**config.mk**
```make
export PLATFORM = sky130hd
export DESIGN_NAME = bounded_uniform_random
export DESIGN_NICKNAME = d
export VERILOG_FILES = /design/src/hdl/bur_pkg.sv /design/src/hdl/bounded_uniform_random.sv /design/src/hdl/bur_mod.sv /design/src/hdl/bur_dp.sv /design/src/hdl/bur_ctrl.sv
export SDC_FILE = /design/constraint.sdc
export NUM_CORES = 2
export LEC_CHECK = 0
export ABC_AREA = 1
export BUFFER_PORTS_ARGS = -buffer_cell sky130_fd_sc_hd__buf_2
export CAP_MARGIN = 20
export CORE_MARGIN = 8
export CORE_UTILIZATION = 59
export CTS_BUF_LIST = sky130_fd_sc_hd__clkbuf_4 sky130_fd_sc_hd__clkbuf_8
export CTS_CLUSTER_SIZE = 25
export DETAILED_ROUTE_END_ITERATION = 6
export PLACE_DENSITY = 0.79
export REMOVE_ABC_BUFFERS = 1
export SYNTH_ARGS = -nofsm -noshare
export SYNTH_HDL_FRONTEND = slang
export SYNTH_HIERARCHICAL = 1
export SYNTH_SLANG_ARGS = --single-unit
```
**constraint.sdc**
```tcl
create_clock -name clk_i -period 6.9 [get_ports clk_i]
set_input_delay 1.035 -clock clk_i [delete_from_list [all_inputs] [get_ports clk_i]]
set_output_delay 1.035 -clock clk_i [all_outputs]
set_load 0.01 [all_outputs]
```
**src/hdl/bur_pkg.sv**
```systemverilog
// Shared types and constants of the bounded uniform random block.
package bur_pkg;

  localparam int unsigned WordW = 32;
  localparam int unsigned SeedW = 64;
  localparam int unsigned CfgIdxW = 2;

  localparam logic [CfgIdxW-1:0] CFG_SEED_LOW = 2'd0;
  localparam logic [CfgIdxW-1:0] CFG_SEED_HIGH = 2'd1;

  localparam logic [SeedW-1:0] SEED_LOW_RESET = 64'd1;
  localparam logic [SeedW-1:0] SEED_HIGH_RESET = 64'd0;

  typedef enum logic [3:0] {
    ST_IDLE,
    ST_DRAW,
    ST_MUL,
    ST_CHECK,
    ST_MOD_WAIT,
    ST_TEST,
    ST_REDRAW,
    ST_REMUL,
    ST_OUT
  } state_e;

  typedef struct packed {
    logic load_limit;
    logic draw;
    logic mul;
    logic mod_start;
    logic load_out;
  } cmd_t;

  typedef struct packed {
    logic low_lt_limit;
    logic low_lt_residue;
    logic state_zero;
    logic mod_done;
    logic out_busy;
  } status_t;

endpackage

```
**src/hdl/bounded_uniform_random.sv**
```systemverilog
// Top level of the bounded uniform random block.
// Fast path: a word is accepted, drawn, multiplied and checked; the result is
// loaded for output once the previous output word is taken, and a new word is
// accepted only after that load. A low product word below the limit adds a run of
// the bit-serial residue unit and a test, and each resample a draw and a multiply.
// Reset loads seed_low with 1 and seed_high with 0, so generator word 0 is 1.
module bounded_uniform_random
  import bur_pkg::*;
(
  input  logic               clk_i,
  input  logic               rst_ni,
  input  logic               cfg_we_i,
  input  logic [CfgIdxW-1:0] cfg_index_i,
  input  logic [SeedW-1:0]   cfg_data_i,
  input  logic               in_valid_i,
  output logic               in_ready_o,
  input  logic [WordW-1:0]   limit_i,
  output logic               out_valid_o,
  input  logic               out_ready_i,
  output logic [WordW-1:0]   value_o
);

  cmd_t    cmd;
  status_t status;

  bur_ctrl u_ctrl (
    .clk_i      (clk_i),
    .rst_ni     (rst_ni),
    .in_valid_i (in_valid_i),
    .in_ready_o (in_ready_o),
    .status_i   (status),
    .cmd_o      (cmd)
  );

  bur_dp u_dp (
    .clk_i       (clk_i),
    .rst_ni      (rst_ni),
    .cfg_we_i    (cfg_we_i),
    .cfg_index_i (cfg_index_i),
    .cfg_data_i  (cfg_data_i),
    .limit_i     (limit_i),
    .out_ready_i (out_ready_i),
    .cmd_i       (cmd),
    .status_o    (status),
    .out_valid_o (out_valid_o),
    .value_o     (value_o)
  );

endmodule

```
**src/hdl/bur_mod.sv**
```systemverilog
// Bit-serial restoring unit that computes (2^32 - divisor) mod divisor.
module bur_mod
  import bur_pkg::*;
(
  input  logic             clk_i,
  input  logic             rst_ni,
  input  logic             start_i,
  input  logic [WordW-1:0] divisor_i,
  output logic             done_o,
  output logic [WordW-1:0] rem_o
);

  localparam int unsigned CntW = $clog2(WordW);

  logic             busy_q, busy_d;
  logic             done_q, done_d;
  logic [CntW-1:0]  cnt_q, cnt_d;
  logic [WordW-1:0] num_q, num_d;
  logic [WordW-1:0] rem_q, rem_d;
  logic [WordW:0]   trial;

  always_comb begin
    busy_d = busy_q;
    done_d = 1'b0;
    cnt_d  = cnt_q;
    num_d  = num_q;
    rem_d  = rem_q;
    trial  = {rem_q, num_q[WordW-1]};
    if (start_i) begin
      busy_d = 1'b1;
      cnt_d  = '0;
      num_d  = WordW'(0) - divisor_i;
      rem_d  = '0;
    end else if (busy_q) begin
      if (trial >= {1'b0, divisor_i}) begin
        rem_d = WordW'(trial - {1'b0, divisor_i});
      end else begin
        rem_d = trial[WordW-1:0];
      end
      num_d = {num_q[WordW-2:0], 1'b0};
      cnt_d = cnt_q + CntW'(1);
      if (cnt_q == CntW'(WordW - 1)) begin
        busy_d = 1'b0;
        done_d = 1'b1;
      end
    end
  end

  always_ff @(posedge clk_i or negedge rst_ni) begin
    if (!rst_ni) begin
      busy_q <= 1'b0;
      done_q <= 1'b0;
      cnt_q  <= '0;
    end else begin
      busy_q <= busy_d;
      done_q <= done_d;
      cnt_q  <= cnt_d;
    end
  end

  always_ff @(posedge clk_i) begin
    num_q <= num_d;
    rem_q <= rem_d;
  end

  assign done_o = done_q;
  assign rem_o  = rem_q;

endmodule

```
**src/hdl/bur_dp.sv**
```systemverilog
// Datapath: generator state, seed registers, multiplier, residue unit and output word.
module bur_dp
  import bur_pkg::*;
(
  input  logic               clk_i,
  input  logic               rst_ni,
  input  logic               cfg_we_i,
  input  logic [CfgIdxW-1:0] cfg_index_i,
  input  logic [SeedW-1:0]   cfg_data_i,
  input  logic [WordW-1:0]   limit_i,
  input  logic               out_ready_i,
  input  cmd_t               cmd_i,
  output status_t            status_o,
  output logic               out_valid_o,
  output logic [WordW-1:0]   value_o
);

  logic [SeedW-1:0]   seed_low_q, seed_low_d;
  logic [SeedW-1:0]   seed_high_q, seed_high_d;
  logic [WordW-1:0]   gen_q [4];
  logic [WordW-1:0]   gen_d [4];
  logic [WordW-1:0]   limit_q;
  logic [WordW-1:0]   word_q;
  logic [2*WordW-1:0] prod_q;
  logic [WordW-1:0]   value_q;
  logic               out_valid_q, out_valid_d;
  logic [WordW-1:0]   mul5, rot7, draw_out, shifted, s2, s3;
  logic [WordW-1:0]   residue;
  logic               mod_done;

  bur_mod u_mod (
    .clk_i     (clk_i),
    .rst_ni    (rst_ni),
    .start_i   (cmd_i.mod_start),
    .divisor_i (limit_q),
    .done_o    (mod_done),
    .rem_o     (residue)
  );

  always_comb begin
    mul5     = gen_q[0] + {gen_q[0][WordW-3:0], 2'b00};
    rot7     = {mul5[WordW-8:0], mul5[WordW-1:WordW-7]};
    draw_out = rot7 + {rot7[WordW-4:0], 3'b000};
    shifted  = {gen_q[1][WordW-10:0], 9'd0};
    s2       = gen_q[2] ^ gen_q[0];
    s3       = gen_q[3] ^ gen_q[1];
  end

  always_comb begin
    seed_low_d  = seed_low_q;
    seed_high_d = seed_high_q;
    gen_d       = gen_q;
    if (cfg_we_i && (cfg_index_i == CFG_SEED_LOW || cfg_index_i == CFG_SEED_HIGH)) begin
      if (cfg_index_i == CFG_SEED_LOW) begin
        seed_low_d = cfg_data_i;
      end else begin
        seed_high_d = cfg_data_i;
      end
      gen_d[0] = seed_low_d[WordW-1:0];
      gen_d[1] = seed_low_d[SeedW-1:WordW];
      gen_d[2] = seed_high_d[WordW-1:0];
      gen_d[3] = seed_high_d[SeedW-1:WordW];
    end else if (cmd_i.draw) begin
      gen_d[0] = gen_q[0] ^ s3;
      gen_d[1] = gen_q[1] ^ s2;
      gen_d[2] = s2 ^ shifted;
      gen_d[3] = {s3[WordW-12:0], s3[WordW-1:WordW-11]};
    end
  end

  always_comb begin
    out_valid_d = out_valid_q;
    if (cmd_i.load_out) begin
      out_valid_d = 1'b1;
    end else if (out_ready_i) begin
      out_valid_d = 1'b0;
    end
  end

  always_ff @(posedge clk_i or negedge rst_ni) begin
    if (!rst_ni) begin
      seed_low_q  <= SEED_LOW_RESET;
      seed_high_q <= SEED_HIGH_RESET;
      gen_q[0]    <= SEED_LOW_RESET[WordW-1:0];
      gen_q[1]    <= SEED_LOW_RESET[SeedW-1:WordW];
      gen_q[2]    <= SEED_HIGH_RESET[WordW-1:0];
      gen_q[3]    <= SEED_HIGH_RESET[SeedW-1:WordW];
      out_valid_q <= 1'b0;
    end else begin
      seed_low_q  <= seed_low_d;
      seed_high_q <= seed_high_d;
      gen_q       <= gen_d;
      out_valid_q <= out_valid_d;
    end
  end

  always_ff @(posedge clk_i) begin
    if (cmd_i.load_limit) begin
      limit_q <= limit_i;
    end
    if (cmd_i.draw) begin
      word_q <= draw_out;
    end
    if (cmd_i.mul) begin
      prod_q <= word_q * limit_q;
    end
    if (cmd_i.load_out) begin
      value_q <= prod_q[2*WordW-1:WordW];
    end
  end

  assign status_o.low_lt_limit   = prod_q[WordW-1:0] < limit_q;
  assign status_o.low_lt_residue = prod_q[WordW-1:0] < residue;
  assign status_o.state_zero     = (gen_q[0] | gen_q[1] | gen_q[2] | gen_q[3]) == '0;
  assign status_o.mod_done       = mod_done;
  assign status_o.out_busy       = out_valid_q && !out_ready_i;

  assign out_valid_o = out_valid_q;
  assign value_o     = value_q;

  assert property (@(posedge clk_i) disable iff (!rst_ni)
    cmd_i.load_out |-> (!out_valid_q || out_ready_i))
    else $error("Output word overwritten before it was taken.");

  assert property (@(posedge clk_i) disable iff (!rst_ni)
    (cmd_i.load_out && limit_q != '0) |-> (prod_q[2*WordW-1:WordW] < limit_q))
    else $error("Result word is not below the limit.");

  assert property (@(posedge clk_i) disable iff (!rst_ni)
    cmd_i.mul |-> $past(cmd_i.draw))
    else $error("Multiply issued without a fresh draw.");

endmodule

```
**src/hdl/bur_ctrl.sv**
```systemverilog
// Controller state machine that sequences draw, multiply, residue and resampling.
module bur_ctrl
  import bur_pkg::*;
(
  input  logic    clk_i,
  input  logic    rst_ni,
  input  logic    in_valid_i,
  output logic    in_ready_o,
  input  status_t status_i,
  output cmd_t    cmd_o
);

  state_e state_q, state_d;
  logic   accept;

  assign accept = (state_q == ST_IDLE) && in_valid_i;

  always_comb begin
    state_d = state_q;
    unique case (state_q)
      ST_IDLE: begin
        if (in_valid_i) state_d = ST_DRAW;
      end
      ST_DRAW:   state_d = ST_MUL;
      ST_MUL:    state_d = ST_CHECK;
      ST_CHECK: begin
        if (status_i.low_lt_limit) begin
          state_d = ST_MOD_WAIT;
        end else if (status_i.out_busy) begin
          state_d = ST_OUT;
        end else begin
          state_d = ST_IDLE;
        end
      end
      ST_MOD_WAIT: begin
        if (status_i.mod_done) state_d = ST_TEST;
      end
      ST_TEST: begin
        if (status_i.low_lt_residue && !status_i.state_zero) begin
          state_d = ST_REDRAW;
        end else if (status_i.out_busy) begin
          state_d = ST_OUT;
        end else begin
          state_d = ST_IDLE;
        end
      end
      ST_REDRAW: state_d = ST_REMUL;
      ST_REMUL:  state_d = ST_TEST;
      ST_OUT: begin
        if (!status_i.out_busy) state_d = ST_IDLE;
      end
      default:   state_d = ST_IDLE;
    endcase
  end

  always_comb begin
    cmd_o            = '0;
    cmd_o.load_limit = accept;
    unique case (state_q)
      ST_DRAW, ST_REDRAW: cmd_o.draw = 1'b1;
      ST_MUL, ST_REMUL:   cmd_o.mul = 1'b1;
      ST_CHECK: begin
        cmd_o.mod_start = status_i.low_lt_limit;
        cmd_o.load_out  = !status_i.low_lt_limit && !status_i.out_busy;
      end
      ST_TEST: begin
        cmd_o.load_out = !(status_i.low_lt_residue && !status_i.state_zero) &&
                         !status_i.out_busy;
      end
      ST_OUT:   cmd_o.load_out = !status_i.out_busy;
      default:  cmd_o = cmd_o;
    endcase
  end

  always_ff @(posedge clk_i or negedge rst_ni) begin
    if (!rst_ni) begin
      state_q <= ST_IDLE;
    end else begin
      state_q <= state_d;
    end
  end

  assign in_ready_o = (state_q == ST_IDLE);

endmodule

```
Word-level counts from Yosys, hierarchy flattened

Index checks and enable logic that the tools add are counted.
W data, S select, Z words.

Bits of input ports: 103
Logic and storage cells: 96
Bits in registers: 492

Add/sub/neg operators: 5
Multipliers: 1
Reduce and logical (&&, ||, !) cells: 21
Bitwise operators: 8
$lt $le $gt $ge: 3
Equal/unequal tests: 13
Mux-type cells: 28

Operator list:

| cell                    | number |
|---|---|
| $mux W128               | 2 |
| $xor A32 B32 Y32        | 5 |
| $mux W64                | 2 |
| $mux W32                | 3 |
| $or A32 B32 Y32         | 3 |
| $add A32 B32 Y32        | 2 |
| $lt A32 B32 Y1          | 2 |
| $mul A32 B32 Y64        | 1 |
| $pmux W4 S9             | 1 |
| $ge A33 B32 Y1          | 1 |
| $logic_not A32 Y1       | 1 |
| $sub A1 B32 Y32 const A | 1 |
| $sub A32 B32 Y32        | 1 |
| $mux W4                 | 6 |
| $eq A4 B3 Y1 const B    | 4 |
| $mux W1                 | 11 |
| $mux W5                 | 2 |
| $eq A4 B2 Y1 const B    | 2 |
| $logic_and A1 B1 Y1     | 6 |
| $reduce_bool A2 Y1      | 3 |
| $add A5 B1 Y5 const B   | 1 |
| $eq A5 B5 Y1 const B    | 1 |
| $logic_not A1 Y1        | 5 |
| $eq A4 B1 Y1 const B    | 1 |
| 10 further kinds        | 12 |

Longest topological paths before layout

Depth after elaboration: 10
Gate-level depth with buffers: 33
Depth with buffers taken out: 31

Hierarchy

Netlist, hierarchy kept.

By module, submodules not included:

| module   | cells an instance | area an instance (um^2) | times used |
|---|---|---|---|
| bur_dp   | 7,321             | 57,828.0                | 1 |
| bur_mod  | 1,064             | 6,492.5                 | 1 |
| bur_ctrl | 56                | 322.8                   | 1 |

Worst setup path before layout

OpenSTA, ideal clock, no wires.

Kind: reg-to-reg
From: reg u_dp.limit_q[6]
To: reg u_dp.prod_q[63], data pin
Arrival time: 6,299 ps
Stages on the path, launching flop included: 30
Period minus slack after synthesis: 6,551 ps
Setup time: 252 ps
Required time: 6,648 ps
Setup slack: 349 ps
Cells stage by stage: edfxtp_1 > clkbuf_1 > clkbuf_1 > nand2_1 > inv_1 > fa_1 > fa_1 > fa_1 > inv_1 > fa_1 > inv_1 > fa_1 > inv_1 > fa_1 > inv_1 > fa_1 > inv_1 > fa_1 > inv_1 > ha_1 > nand2_1 > inv_1 > a21oi_1 > o21ai_0 > a21oi_1 > nand2_1 > nand2_1 > nand2_1 > nand2_1 > nand2_1

Word-level cells in the longest chain between the ends: 1

Ends and longest elaborated chain:

| what                   | RTL line      | source |
|---|---|---|
| from (decl)            | bur_dp.sv:22  | `logic [WordW-1:0] limit_q;` |
| from (signal assigned) | bur_dp.sv:99  | `limit_q <= limit_i;` |
| $mul A32 B32 Y64       | bur_dp.sv:105 | `prod_q <= word_q * limit_q;` |
| to (signal assigned)   | bur_dp.sv:105 |  |
| to (decl)              | bur_dp.sv:24  | `logic [2*WordW-1:0] prod_q;` |

No other way between the ends.
A chain may end at the register's enable or synchronous reset.

Final worst setup path

From: reg u_dp.word_q[31]
To: reg u_dp.prod_q[61], data pin

Word-level cells in the longest chain between the ends: 1

Ends and longest elaborated chain:

| what                   | RTL line      | source |
|---|---|---|
| from (decl)            | bur_dp.sv:23  | `logic [WordW-1:0] word_q;` |
| from (signal assigned) | bur_dp.sv:102 | `word_q <= draw_out;` |
| $mul A32 B32 Y64       | bur_dp.sv:105 |  |

No other way between the ends.

==> flow_metrics.py <==
metrics = {
    "placed_design": {
        "portBuffers": 136,
        "placed_cell_area_um2": 69400,
        "place_ws_ns": -0.347,
        "dp_hpwl_mm": 175,
        "gp_congestion": 1.05,
    },
    "run_status": {
        "violations": "design-rule violations, negative setup slack",
        "status": "finished with violations",
    },
    "drt": {
        "drt_iter0_markers": 6488,
        "num_vias": 57300,
        "post_drt_via_cell_ratio": 5.59,
        "routed_wl_mm": 218,
        "final_antenna_net_count": 0,
        "drcViolationCount": 3,
        "firstDrtPassIters": 7,
        "wl_per_cell_um": 21.3,
    },
    "yosys": {
        "synth-seq-cells": 492,
        "async_reset_ff_frac": 0.545,
        "syn-instance-count": 8441,
        "synth_top_area_share": 0.278,
        "synth_edf_count": 192,
        "synthFlopType": "dfrtp_1",
        "yosysMostFrequentCell": "nand2_1",
        "synth_area_leaders": "fa_1 28%, nand2_1 13%, inv_1 12%, dfrtp_1 10%, edfxtp_1 8.9%",
        "synth.distinct_cells": 53,
        "netlist_top_cells_count": "2283 x nand2_1, 2088 x inv_1, 899 x fa_1, 460 x nor2_1, 417 x ha_1",
        "yosysSeqAreaShare": 0.203,
        "syn_area_um2": 64600,
        "synth_top_cell_by_area": "fa_1",
        "syn_avg_cell_area_um2": 7.66,
        "yosysWarnings": 6,
    },
    "floorplan": {
        "die_area_um2": 120000,
        "coreArea_um2": 109000,
        "initial_core_util": 0.595,
        "die_h_um": 347,
        "num_rows": 121,
        "die_w_um": 347,
        "pin_count": 137,
    },
    "timing": {
        "final.setup.tns_ns": -0.127,
        "min_period_over_period": 1.01,
        "fin_skew_ns": 0.0571,
        "slew_violations": 0,
        "setup_slack_ns": -0.0953,
        "tightest_slew_ns": 1.03,
        "period_minus_slack_ns": 7.00,
        "setup_viol": 5,
        "holdWs_ns": 0.306,
        "slew_headroom": 0.312,
        "rsz0062_at_grt": "yes",
        "fmax_mhz": 143,
        "hold_viol": 0,
    },
    "global_route": {
        "grt_overflow": 0,
        "first_global_vias": 57100,
        "grt_pass1_wl_mm": 329,
        "busiest_layer": "met2",
        "met2_usage": 0.561,
        "grt_max_degree": 173,
        "grt.met1_usage": 0.464,
        "grtUsageTotal": 0.353,
        "antenna_found_initial": 6,
        "use_met3": 0.0881,
    },
    "clock_network": {
        "clockRootBuffer": "clkbuf_8",
        "insertion_delay_ns": 0.81,
        "clk_pin_slew_worst_paths_ns": 0.06,
        "cts_buffers": 90,
        "cts.sinks": 492,
        "htreeDepth": 3,
        "cts_tree": "yes",
        "clockBufferDepth": 3,
    },
    "cells_and_area": {
        "final_cell_area_um2": 73500,
        "final_layout_size_suffix_gt1_frac": 0.123,
        "area_growth_pct": 13.7,
        "nets": 10200,
    },
    "worst_setup_path": {
        "crit_path_top_delay_cell": "fa_2",
        "r2r_setup_slack_ns": -0.1,
        "setup.worst_path.start_class": "flip-flop",
        "worstPathArrival_ns": 7.52,
        "max_stage_delay_ns": 0.63,
        "worstPathCellList": "nand2_1, fa_1, inv_1, fa_1, fa_1, inv_1, fa_1, inv_1, fa_1, fa_1, fa_2, fa_2, ha_4, a21oi_2, buf_4, nand2_1, inv_1, o21ai_2, nand2_1, nand2_1, a21oi_2, nand2_1, nand2_1, nand2_2",
        "critical_path.top_delay_family": "adder cells",
        "critPathBufInv": 5,
        "crit_required_ns": 7.42,
        "worstSetupPathType": "reg -> reg",
        "end_kind": "flip-flop",
        "path_max_fanout": 4,
    },
    "job": {
        "cap_violations": 0,
    },
    "hold_path": {
        "holdCritPathClass": "in -> async",
    },
}
## flip-flops by register name (all words and copies together) (netlist names), 4 cells and up
register	count
u_dp/u_mod/num_q	32
u_ctrl/state_q	4
u_dp/u_mod/rem_o	32
u_dp/seed_high_q	64
u_dp/gen_q	128
u_dp/word_q	32
u_dp/u_mod/cnt_q	5
u_dp/seed_low_q	64
u_dp/value_o	32
u_dp/prod_q	64
u_dp/limit_q	32
## through the flow
stage	cells	utilization
2_1_floorplan	8090	-
3_3_place_gp	10000	0.639
3_5_place_dp	10000	0.639
4_1_cts	10200	0.660
5_1_grt	10200	0.676
6_report	10200	0.676
## kinds of logic (layout without fill, tap and decap cells)
kind of cell	after synthesis	after routing	share of synthesized area
flops	492	492	0.203
compound gates	879	879	0.0773
xor+xnor	172	172	0.0233
simple gates	3138	3138	0.194
other cells	0	3	0
buf+inv	2444	2832	0.144
fa+ha+maj	1316	1316	0.359
## final timing paths
| check | start | cells after the start | endpoint |
|---|---|---|---|
| max reg2reg | u_dp/word_q[31] | 24 | u_dp/prod_q[61] |
| max in group asynchronous | rst_ni | 2 | u_dp/gen_q[69] |
| min | rst_ni | 1 | u_dp/gen_q[42] |
| min in group clk_i | limit_i[26] | 1 | u_dp/limit_q[26] |
| max | u_dp/word_q[31] | 24 | u_dp/prod_q[61] |
| min reg2reg | u_dp/prod_q[32] | 0 | u_dp/value_o[0] |
## final cells by class
cell class / count / area (um2)
clock inverter: 34 / 399
fill: 8915 / 35200
tap: 1414 / 1770
antenna: 3 / 7.51
inverter: 2093 / 7870
sequential: 492 / 13100
clock buffer: 129 / 1590
multi-input combinational: 5505 / 43800
timing repair buffer: 576 / 4970
## cell usage in the layout (no fill, tap or decap), types with 29 or more instances in the layout
master,synthesis,routed
a21oi_2,1,40
clkbuf_8,0,100
clkbuf_4,0,29
inv_2,5,36
ha_1,417,379
xnor2_1,40,40
a31oi_1,80,80
buf_4,4,332
buf_2,32,135
dfrtp_1,266,266
inv_1,2088,2051
nand2_1,2283,2207
buf_12,0,62
fa_1,899,880
nor2_2,12,42
a21oi_1,339,289
o21ai_0,299,276
dfxtp_1,32,32
nor2_1,460,402
a32o_1,44,44
nor2_4,1,29
ha_4,0,34
nand2_2,4,67
nand4_1,57,57
nand3_1,225,214
edfxtp_1,192,192
xor2_1,132,129
buf_6,8,41
## per-layer routing
| layer | part of all wire | wire length (um) | up-vias |
|---|---|---|---|
| li1 | - | - | 25900 |
| met1 | 0.39 | 85000 | 27900 |
| met2 | 0.45 | 98800 | 2934 |
| met3 | 0.11 | 24100 | 539 |
| met4 | 0.048 | 10500 | 2 |
| met5 | 0.000060 | 13 | - |
## timing repair
item                       CTS  global route
hold buffers                 0             0
setup endpoints to repair   41            46
pin swaps                    6           135
setup buffers                6            42
resized for setup           76           397
gates cloned                 0             2
Power is left out: the tool's default activity adds up to more than one toggle a clock period on the data nets, which glitch-free logic cannot reach.
